`config.mk`:
```
export PLATFORM = sky130hd
export DESIGN_NAME = sampled_derivative_stream
export DESIGN_NICKNAME = d
export VERILOG_FILES = /design/src/rtl/core/sds_pkg.sv /design/src/rtl/core/sampled_derivative_stream.sv /design/src/rtl/core/sds_datapath.sv /design/src/rtl/core/sds_ctrl.sv
export SDC_FILE = /design/constraint.sdc
export NUM_CORES = 2
export LEC_CHECK = 0
export BUFFER_PORTS_ARGS = -buffer_cell sky130_fd_sc_hd__buf_2
export CORE_ASPECT_RATIO = 0.9
export CORE_MARGIN = 10
export CORE_UTILIZATION = 52
export DETAILED_ROUTE_END_ITERATION = 10
export GPL_TIMING_DRIVEN = 0
export PLACE_DENSITY = 0.68
export SLEW_MARGIN = 5
export SYNTH_ARGS = -nofsm -noshare
export SYNTH_HDL_FRONTEND = slang
export SYNTH_SLANG_ARGS = --single-unit
```
`constraint.sdc`:
```
create_clock -name clock -period 18.1 [get_ports clock]
set_input_delay 3.62 -clock clock [delete_from_list [all_inputs] [get_ports clock]]
set_output_delay 3.62 -clock clock [all_outputs]
set_load 0.05 [all_outputs]
```
`src/rtl/core/sds_pkg.sv`:
```
`timescale 1ns / 1ps
// ----------------------------------------------------------------------------
// sds_pkg
// Shared types and constants for the sampled derivative stream block.
// ----------------------------------------------------------------------------
package sds_pkg;

   // Quotient bits produced by the divider (one above the 32-bit result)
   localparam int Q_W   = 33;
   // Width of the divisor (square of a 32-bit spacing magnitude)
   localparam int DEN_W = 64;

   // Register value that selects the second derivative
   localparam logic [1:0] ORDER_SECOND = 2'd2;

   // Result status codes
   localparam logic [1:0] STAT_OK    = 2'd0;
   localparam logic [1:0] STAT_SHORT = 2'd1;
   localparam logic [1:0] STAT_SAT   = 2'd2;

   // Saturation limits
   localparam logic [31:0] RES_MAX = 32'h7FFF_FFFF;
   localparam logic [31:0] RES_MIN = 32'h8000_0000;

   // Which point of the run is being worked out
   typedef enum logic [1:0] {
      TERM_HEAD,
      TERM_MID,
      TERM_TAIL
   } term_type;

   // What goes into the output register
   typedef enum logic [1:0] {
      SEL_SHORT,
      SEL_RESULT,
      SEL_LAST
   } sel_type;

   // Controller to datapath commands
   typedef struct packed {
      logic     capture;
      logic     shift;
      term_type term;
      logic     setup;
      logic     mult;
      logic     div_init;
      logic     div_step;
      logic     finish;
      logic     load_out;
      sel_type  out_sel;
   } cmd_type;

   // Datapath to controller status
   typedef struct packed {
      logic fin;
      logic two;
      logic out_free;
   } sts_type;

endpackage

```
`src/rtl/core/sampled_derivative_stream.sv`:
```
`timescale 1ns / 1ps
// A result passes decide, setup, square, divider load, the divider steps (one per quotient
// bit), saturate and output load before it is presented; a short-run result goes from decide
// straight to output load. A new sample is taken only in idle, after the last one's results
// are loaded; each further result of the same sample runs again through the one shared
// restoring divider (a copied last point does not); output stalls hold the sequencer in emit.
// Reset: synchronous, active high; clears the run, selects first derivative.
// ----------------------------------------------------------------------------
// sampled_derivative_stream
// Finite-difference derivative of a Q16.16 sample stream on a non-uniform grid.
// ----------------------------------------------------------------------------
module sampled_derivative_stream #(
   parameter int FRACTION_BITS = 16
) (
   input  logic        clock,
   input  logic        reset,
   input  logic        req_tvalid,
   output logic        req_tready,
   input  logic [63:0] req_tdata,   // [31:0] sample_value, [63:32] sample_position
   input  logic        req_tlast,   // final_sample
   output logic        rsp_tvalid,
   input  logic        rsp_tready,
   output logic [31:0] rsp_tdata,   // [31:0] derivative
   output logic        rsp_tlast,   // run_end
   output logic [1:0]  rsp_tuser,   // [1:0] status
   input  logic        csr_wr_en,
   input  logic [1:0]  csr_wr_data  // derivative_order
);

   sds_pkg::cmd_type cmd;
   sds_pkg::sts_type sts;

   // sequencer
   sds_ctrl u_ctrl (
      .clock      (clock),
      .reset      (reset),
      .req_tvalid (req_tvalid),
      .req_tready (req_tready),
      .sts        (sts),
      .cmd        (cmd)
   );

   // arithmetic and storage
   sds_datapath #(
      .FRACTION_BITS (FRACTION_BITS)
   ) u_datapath (
      .clock       (clock),
      .reset       (reset),
      .cmd         (cmd),
      .sts         (sts),
      .req_tdata   (req_tdata),
      .req_tlast   (req_tlast),
      .csr_wr_en   (csr_wr_en),
      .csr_wr_data (csr_wr_data),
      .rsp_tvalid  (rsp_tvalid),
      .rsp_tready  (rsp_tready),
      .rsp_tdata   (rsp_tdata),
      .rsp_tlast   (rsp_tlast),
      .rsp_tuser   (rsp_tuser)
   );

endmodule

```
`src/rtl/core/sds_datapath.sv`:
```
`timescale 1ns / 1ps
// ----------------------------------------------------------------------------
// sds_datapath
// Sample history, difference and square unit, shared restoring divider,
// saturation and the output register.
// ----------------------------------------------------------------------------
module sds_datapath #(
   parameter int FRACTION_BITS = 16
) (
   input  logic              clock,
   input  logic              reset,
   input  sds_pkg::cmd_type  cmd,
   output sds_pkg::sts_type  sts,
   input  logic [63:0]       req_tdata,   // [31:0] sample_value, [63:32] sample_position
   input  logic              req_tlast,   // final_sample
   input  logic              csr_wr_en,
   input  logic [1:0]        csr_wr_data, // derivative_order
   output logic              rsp_tvalid,
   input  logic              rsp_tready,
   output logic [31:0]       rsp_tdata,   // [31:0] derivative
   output logic              rsp_tlast,   // run_end
   output logic [1:0]        rsp_tuser    // [1:0] status
);

   localparam int NUM_W = 2 * FRACTION_BITS + 36;
   localparam int HI_W  = NUM_W - sds_pkg::Q_W;

   // configuration and captured transaction
   logic [1:0]  order_ff;
   logic        two_ff, fin_ff;
   logic [31:0] cur_val_ff, cur_pos_ff;
   // history, index 0 newest
   logic [31:0] val0_ff, val1_ff, pos0_ff, pos1_ff;
   // operand and divider registers
   logic [33:0] nmag_ff, nmag_in;
   logic        neg_ff, neg_in;
   logic [31:0] dmag_ff, dmag_in;
   logic [sds_pkg::DEN_W-1:0] den_ff;
   logic [NUM_W-1:0]          num_ff;
   logic [sds_pkg::DEN_W-1:0] rem_ff;
   logic [sds_pkg::Q_W-1:0]   quo_ff;
   logic                      big_ff;
   logic [31:0] res_ff, res_in;
   logic [1:0]  stat_ff, stat_in;
   // output register
   logic        rsp_valid_ff;
   logic [31:0] rsp_data_ff;
   logic        rsp_last_ff;
   logic [1:0]  rsp_user_ff;

   logic [31:0] fa, fb, xa, xb;
   logic [32:0] n1, d1;
   logic [33:0] n2, n_sel, n_abs;
   logic [32:0] d_abs;
   logic [63:0] dsq;
   logic [NUM_W-1:0] num_in;
   logic [HI_W-1:0]  hi;
   logic [sds_pkg::DEN_W:0] trial;

   assign sts.fin      = fin_ff;
   assign sts.two      = two_ff;
   assign sts.out_free = !rsp_valid_ff || rsp_tready;

   // configuration register
   always_ff @(posedge clock) begin
      if (reset) begin
         order_ff <= 2'd1;
      end else if (csr_wr_en) begin
         order_ff <= csr_wr_data;
      end
   end

   // capture and history
   always_ff @(posedge clock) begin
      if (cmd.capture) begin
         cur_val_ff <= req_tdata[31:0];
         cur_pos_ff <= req_tdata[63:32];
         fin_ff     <= req_tlast;
         two_ff     <= (order_ff == sds_pkg::ORDER_SECOND);
      end
      if (cmd.shift) begin
         val1_ff <= val0_ff;
         pos1_ff <= pos0_ff;
         val0_ff <= cur_val_ff;
         pos0_ff <= cur_pos_ff;
      end
   end

   // operand selection per term
   always_comb begin
      case (cmd.term)
         sds_pkg::TERM_HEAD: begin
            fa = val0_ff;    fb = val1_ff;
            xa = pos0_ff;    xb = pos1_ff;
         end
         sds_pkg::TERM_MID: begin
            fa = cur_val_ff; fb = val1_ff;
            xa = cur_pos_ff; xb = pos1_ff;
         end
         sds_pkg::TERM_TAIL: begin
            fa = cur_val_ff; fb = val0_ff;
            xa = cur_pos_ff; xb = pos0_ff;
         end
         default: begin
            fa = cur_val_ff; fb = val0_ff;
            xa = cur_pos_ff; xb = pos0_ff;
         end
      endcase
   end

   // differences, magnitudes and quotient sign
   always_comb begin
      n1 = {fa[31], fa} - {fb[31], fb};
      d1 = {xa[31], xa} - {xb[31], xb};
      n2 = {{2{cur_val_ff[31]}}, cur_val_ff} - {val0_ff[31], val0_ff, 1'b0}
         + {{2{val1_ff[31]}}, val1_ff};
      n_sel   = two_ff ? n2 : {n1[32], n1};
      n_abs   = n_sel[33] ? (34'd0 - n_sel) : n_sel;
      d_abs   = d1[32] ? (33'd0 - d1) : d1;
      nmag_in = n_abs;
      dmag_in = d_abs[31:0];
      neg_in  = two_ff ? n_sel[33] : (n1[32] ^ d1[32]);
   end

   // divisor and scaled numerator
   assign dsq = dmag_ff * dmag_ff;

   always_comb begin
      if (two_ff && cmd.term == sds_pkg::TERM_MID) begin
         num_in = NUM_W'(nmag_ff) << (2 * FRACTION_BITS + 2);
      end else if (two_ff) begin
         num_in = NUM_W'(nmag_ff) << (2 * FRACTION_BITS);
      end else begin
         num_in = NUM_W'(nmag_ff) << FRACTION_BITS;
      end
   end

   // top numerator bits seed the remainder; the rest are shifted in
   assign hi    = num_ff[NUM_W-1:sds_pkg::Q_W];
   assign trial = {rem_ff, quo_ff[sds_pkg::Q_W-1]} - {1'b0, den_ff};

   // saturation and status
   always_comb begin
      if (den_ff == '0) begin
         stat_in = sds_pkg::STAT_SAT;
         if (nmag_ff == '0) begin
            res_in = 32'd0;
         end else begin
            res_in = neg_ff ? sds_pkg::RES_MIN : sds_pkg::RES_MAX;
         end
      end else if (neg_ff) begin
         if (big_ff || quo_ff > 33'h0_8000_0000) begin
            stat_in = sds_pkg::STAT_SAT;
            res_in  = sds_pkg::RES_MIN;
         end else begin
            stat_in = sds_pkg::STAT_OK;
            res_in  = 32'd0 - quo_ff[31:0];
         end
      end else begin
         if (big_ff || quo_ff[32:31] != 2'b00) begin
            stat_in = sds_pkg::STAT_SAT;
            res_in  = sds_pkg::RES_MAX;
         end else begin
            stat_in = sds_pkg::STAT_OK;
            res_in  = quo_ff[31:0];
         end
      end
   end

   // arithmetic pipeline and divider iterations
   always_ff @(posedge clock) begin
      if (cmd.setup) begin
         nmag_ff <= nmag_in;
         dmag_ff <= dmag_in;
         neg_ff  <= neg_in;
      end
      if (cmd.mult) begin
         den_ff <= two_ff ? dsq : {32'd0, dmag_ff};
         num_ff <= num_in;
      end
      if (cmd.div_init) begin
         rem_ff <= sds_pkg::DEN_W'(hi);
         big_ff <= (sds_pkg::DEN_W'(hi) >= den_ff);
         quo_ff <= num_ff[sds_pkg::Q_W-1:0];
      end else if (cmd.div_step) begin
         if (!trial[sds_pkg::DEN_W]) begin
            rem_ff <= trial[sds_pkg::DEN_W-1:0];
         end else begin
            rem_ff <= {rem_ff[sds_pkg::DEN_W-2:0], quo_ff[sds_pkg::Q_W-1]};
         end
         quo_ff <= {quo_ff[sds_pkg::Q_W-2:0], ~trial[sds_pkg::DEN_W]};
      end
      if (cmd.finish) begin
         res_ff  <= res_in;
         stat_ff <= stat_in;
      end
   end

   // output register
   always_ff @(posedge clock) begin
      if (reset) begin
         rsp_valid_ff <= 1'b0;
      end else if (cmd.load_out) begin
         rsp_valid_ff <= 1'b1;
      end else if (rsp_tready) begin
         rsp_valid_ff <= 1'b0;
      end
   end

   always_ff @(posedge clock) begin
      if (cmd.load_out) begin
         case (cmd.out_sel)
            sds_pkg::SEL_SHORT: begin
               rsp_data_ff <= 32'd0;
               rsp_last_ff <= 1'b1;
               rsp_user_ff <= sds_pkg::STAT_SHORT;
            end
            sds_pkg::SEL_RESULT: begin
               rsp_data_ff <= res_ff;
               rsp_last_ff <= 1'b0;
               rsp_user_ff <= stat_ff;
            end
            default: begin
               rsp_data_ff <= res_ff;
               rsp_last_ff <= 1'b1;
               rsp_user_ff <= stat_ff;
            end
         endcase
      end
   end

   assign rsp_tvalid = rsp_valid_ff;
   assign rsp_tdata  = rsp_data_ff;
   assign rsp_tlast  = rsp_last_ff;
   assign rsp_tuser  = rsp_user_ff;

endmodule

```
`src/rtl/core/sds_ctrl.sv`:
```
`timescale 1ns / 1ps
// ----------------------------------------------------------------------------
// sds_ctrl
// Sequencer: run bookkeeping, term order and divider iteration count.
// ----------------------------------------------------------------------------
module sds_ctrl (
   input  logic              clock,
   input  logic              reset,
   input  logic              req_tvalid,
   output logic              req_tready,
   input  sds_pkg::sts_type  sts,
   output sds_pkg::cmd_type  cmd
);

   typedef enum logic [2:0] {
      ST_IDLE,
      ST_DECIDE,
      ST_SETUP,
      ST_MULT,
      ST_DIV_INIT,
      ST_DIV_STEP,
      ST_FINISH,
      ST_EMIT
   } state_type;

   localparam int STEP_W = $clog2(sds_pkg::Q_W);
   localparam logic [STEP_W-1:0] STEP_LAST = STEP_W'(sds_pkg::Q_W - 1);

   state_type          state_ff;
   logic [1:0]         seen_ff;
   logic               head_ff;
   sds_pkg::term_type  term_ff;
   sds_pkg::sel_type   sel_ff;
   logic [STEP_W-1:0]  step_ff;

   logic mid_done;

   assign req_tready = (state_ff == ST_IDLE);
   // middle point just left without ending the run
   assign mid_done = (state_ff == ST_EMIT) && sts.out_free
                  && (sel_ff == sds_pkg::SEL_RESULT)
                  && (term_ff == sds_pkg::TERM_MID) && !sts.fin;

   // command decode
   always_comb begin
      cmd          = '0;
      cmd.term     = term_ff;
      cmd.out_sel  = sel_ff;
      cmd.capture  = (state_ff == ST_IDLE) && req_tvalid;
      cmd.shift    = ((state_ff == ST_DECIDE) && seen_ff != 2'd2 && !sts.fin) || mid_done;
      cmd.setup    = (state_ff == ST_SETUP);
      cmd.mult     = (state_ff == ST_MULT);
      cmd.div_init = (state_ff == ST_DIV_INIT);
      cmd.div_step = (state_ff == ST_DIV_STEP);
      cmd.finish   = (state_ff == ST_FINISH);
      cmd.load_out = (state_ff == ST_EMIT) && sts.out_free;
   end

   // state machine
   always_ff @(posedge clock) begin
      if (reset) begin
         state_ff <= ST_IDLE;
         seen_ff  <= 2'd0;
         head_ff  <= 1'b0;
         term_ff  <= sds_pkg::TERM_HEAD;
         sel_ff   <= sds_pkg::SEL_RESULT;
         step_ff  <= '0;
      end else begin
         case (state_ff)
            ST_IDLE: begin
               if (req_tvalid) begin
                  state_ff <= ST_DECIDE;
               end
            end
            ST_DECIDE: begin
               if (seen_ff != 2'd2) begin
                  if (sts.fin) begin
                     sel_ff   <= sds_pkg::SEL_SHORT;
                     state_ff <= ST_EMIT;
                  end else begin
                     seen_ff  <= seen_ff + 2'd1;
                     state_ff <= ST_IDLE;
                  end
               end else begin
                  term_ff  <= head_ff ? sds_pkg::TERM_MID : sds_pkg::TERM_HEAD;
                  state_ff <= ST_SETUP;
               end
            end
            ST_SETUP: begin
               state_ff <= ST_MULT;
            end
            ST_MULT: begin
               state_ff <= ST_DIV_INIT;
            end
            ST_DIV_INIT: begin
               step_ff  <= '0;
               state_ff <= ST_DIV_STEP;
            end
            ST_DIV_STEP: begin
               step_ff <= step_ff + STEP_W'(1);
               if (step_ff == STEP_LAST) begin
                  state_ff <= ST_FINISH;
               end
            end
            ST_FINISH: begin
               sel_ff   <= (term_ff == sds_pkg::TERM_TAIL) ? sds_pkg::SEL_LAST
                                                           : sds_pkg::SEL_RESULT;
               state_ff <= ST_EMIT;
            end
            ST_EMIT: begin
               if (sts.out_free) begin
                  if (sel_ff != sds_pkg::SEL_RESULT) begin
                     // run finished: back to the start of a run
                     seen_ff  <= 2'd0;
                     head_ff  <= 1'b0;
                     state_ff <= ST_IDLE;
                  end else if (term_ff == sds_pkg::TERM_HEAD) begin
                     head_ff  <= 1'b1;
                     term_ff  <= sds_pkg::TERM_MID;
                     state_ff <= ST_SETUP;
                  end else if (sts.fin && sts.two) begin
                     // second derivative: last point repeats the one before
                     sel_ff   <= sds_pkg::SEL_LAST;
                  end else if (sts.fin) begin
                     term_ff  <= sds_pkg::TERM_TAIL;
                     state_ff <= ST_SETUP;
                  end else begin
                     state_ff <= ST_IDLE;
                  end
               end
            end
            default: begin
               state_ff <= ST_IDLE;
            end
         endcase
      end
   end

   // checks
   a_load_when_free: assert property (@(posedge clock) disable iff (reset)
      cmd.load_out |-> sts.out_free)
      else $error("output register loaded while occupied");

   a_seen_range: assert property (@(posedge clock) disable iff (reset)
      seen_ff != 2'd3)
      else $error("sample count beyond two");

   a_head_needs_two: assert property (@(posedge clock) disable iff (reset)
      head_ff |-> seen_ff == 2'd2)
      else $error("first point emitted before two samples held");

   a_tail_first_order: assert property (@(posedge clock) disable iff (reset)
      (state_ff == ST_SETUP && term_ff == sds_pkg::TERM_TAIL) |-> (sts.fin && !sts.two))
      else $error("backward difference outside a first-order run end");

   a_shift_not_final: assert property (@(posedge clock) disable iff (reset)
      cmd.shift |-> !sts.fin)
      else $error("history shifted on the final sample");

endmodule

```
==> run summary <==
first-pass GRT wire length: 302000 um
multiplexer share of the synthesized area: 2.42%
clock-pin slew on the worst setup and hold paths: 0.07 ns
RePlAce Congestion: 1.01
Critical-path top delay cell: clkbuf_1
Reg area: 16400 um2
port bufs: 107
core footprint: 123000 um2
Net Count, Synth: 8163
Synth top area share: 25.5%
crit-path max FO: 10
maxcap violations: 0
Slew @ Worst Pin: 1.46 ns
CTS tree: yes
post-synthesis register bit count: 562
R2R Setup Slk: 6.82 ns
design area: 69600 um2
dpl hpwl: 162000 um
setup repair after global routing missed its margin: no
leading area contributor after synthesis: fa_1
Final Slew Violations: 0
Worst Path Required: 18.47 ns
GRT overflow: 0
Synth warnings: 0
vias after detailed routing: 50177
Worst R2R End: u_datapath.den_ff[60]
synthesized instance count: 6765
sequential share of the synthesized area: 25.2%
CTS resizes: 0
EDFF count, synth: 514
post-synthesis adder-cell area fraction: 35.1%
Rel. slew slack: 2.43%
fraction of layout cells with a size suffix above 1: 5.01%
CP startpoint: u_datapath.dmag_ff[15]
met1 Use GR: 42.0%
GR peak layer: met1
clk sinks: 562
residual DRC count: 0
most common cell in the netlist: inv_1
Fillers: 10967
WL per Instance: 23.1 um
mapped cell area: 64900 um2
hold path depth: 0
Post-CTS Setup Inserts: 0
final hold violations: 0
Die H: 355 um
HP Class: reg -> reg
CTS Hold Bufs: 0
CP Launch Type: flip-flop
crit-path most repeated cell: fa_1
Initial Util: 52.6%
met2 GRT Util: 41.1%
Routed Antenna Nets: 0
Fmax: 88.6 MHz
reg2reg path depth: 29
compound-cell area share of the yosys netlist: 11.6%
fin crit period: 11.28 ns
Crit path largest cell delay: 1.05 ns
Layout Cells excl Fill: 8615
vias per std cell: 5.82
Tcrit/Tclk final: 62.3%
setup TNS: 0 ns
crit path DAT: 11.65 ns
placed instance area: 67800 um2
asr flop ratio synth: 0%
Simple-Gate Fraction of Synth Area: 13.1%
area of the multi-input gates: 42900 um2
Iter 0 DRT Violations: 5293
worst r2r src: u_datapath.dmag_ff[15]
largest family of logic cells by synthesized area: adder cells
num rows: 122
synth top area cells: fa_1, edfxtp_1, ha_1
largest net degree at the start of global routing: 64
Distinct cells, synth: 93
Tot GR Track Use: 28.3%
Worst setup EP type: flip-flop
Final Skew: 0.0224 ns
Bufs on Longest Clock Path: 3
TritonRoute pass-1 iters: 6
Post-synth top cells: inv_1, fa_1, nand2_1, edfxtp_1, ha_1
# setup viols final: 0
final hold slack: 0.444 ns
initial antenna violation count: 14
nets@finish: 8346
WHS Endpoint: u_datapath.pos0_ff[10]
area grow syn2layout: 7.16%
ys flop type: edfxtp_1
# H-tree levels: 2
vias in the first global route: 49514
met3 Use GR: 6.65%
syn avg cell area: 9.60 um2
Root Buffer Master: clkbuf_16
WS Path Type: reg -> reg
io pins: 109
Placed Cells: 8506
outcome: finished clean
Die W: 392 um
Num CTS Buffers: 52
Clk Latency, worst-skew pair: 0.64 ns
Synth Area in XOR/XNOR: 3.73%
final wirelength: 199000 um
Die Area: 139000 um2
Hold Crit Start: u_datapath.cur_pos_ff[10]
## worst max-delay path by stage
stage	to	cells after the start
after floorplan	u_datapath.pos0_ff[0]	4
after global placement	u_datapath.pos1_ff[14]	5
after detailed placement	u_datapath.den_ff[60]	29
after CTS	u_datapath.den_ff[60]	29
after global routing	u_datapath.den_ff[56]	29
final	u_datapath.den_ff[60]	29
## metal layers
layer / part of all wire, % / vias to the layer above
met4: 3.3 / 10
met5: 0.035 / -
met2: 42 / 2256
li1: - / 22659
met1: 44 / 24899
met3: 11 / 353
## cell families after synthesis
family / after synthesis
buffers and inverters: 1510
flip-flops: 562
AO/OA/AOI/OAI: 1191
multiplexers: 150
AND/OR/NAND/NOR: 1750
XOR/XNOR: 276
adder cells (fa/ha/maj): 1326
## cell usage in the layout, fill, tap and decap left out, types with 63 or more instances in the layout
cell type / n
clkbuf_1: 243
buf_2: 120
a31oi_1: 63
nor3_1: 67
mux2i_1: 95
a21oi_1: 367
nor2b_1: 97
xnor2_1: 163
fa_1: 827
nor2_1: 319
nand2_1: 656
inv_1: 1239
o21ai_0: 277
and2_1: 271
ha_1: 499
a21o_1: 126
edfxtp_1: 514
xor2_1: 112
## state kept, by name (all words and copies together) (netlist names), 33 cells and up
signal / count
u_datapath.rem_ff: 64
u_datapath.quo_ff: 33
u_datapath.nmag_ff: 34
u_datapath.den_ff: 64
u_datapath.num_ff: 52
## worst max-delay path: cells and delay by family, from the launching register on
kind	cells	cell delay [ns]
adders and majority gates	9	4.52
buffers and inverters	9	2.54
AOI/OAI and AO/OA	5	2.32
and+or+nand+nor	5	0.82
DFF	1	0.55
xor gates and xnor gates	1	0.23
## per-stage QoR
stage | util, % | setup slack [ns]
after global routing | 56.3 | 6.68
after floorplan | - | 4.04
final | 56.3 | 6.82
after CTS | 56.3 | 7.13
after global placement | 54.7 | -0.416
after detailed placement | 54.9 | 7.20
## area by class of cell
class,count,area share [%]
Antenna cell,11,0.0396
Buffer,267,1.47
Clock buffer,59,1.91
Clock inverter,39,0.602
Inverter,1243,6.70
Multi-Input combinational cell,4693,61.6
Sequential cell,562,23.6
Tap cell,1612,2.90
Timing Repair Buffer,129,1.18
Power is not shown: default switching activity piles up to over one toggle a cycle in this logic, so the estimate is an artifact.
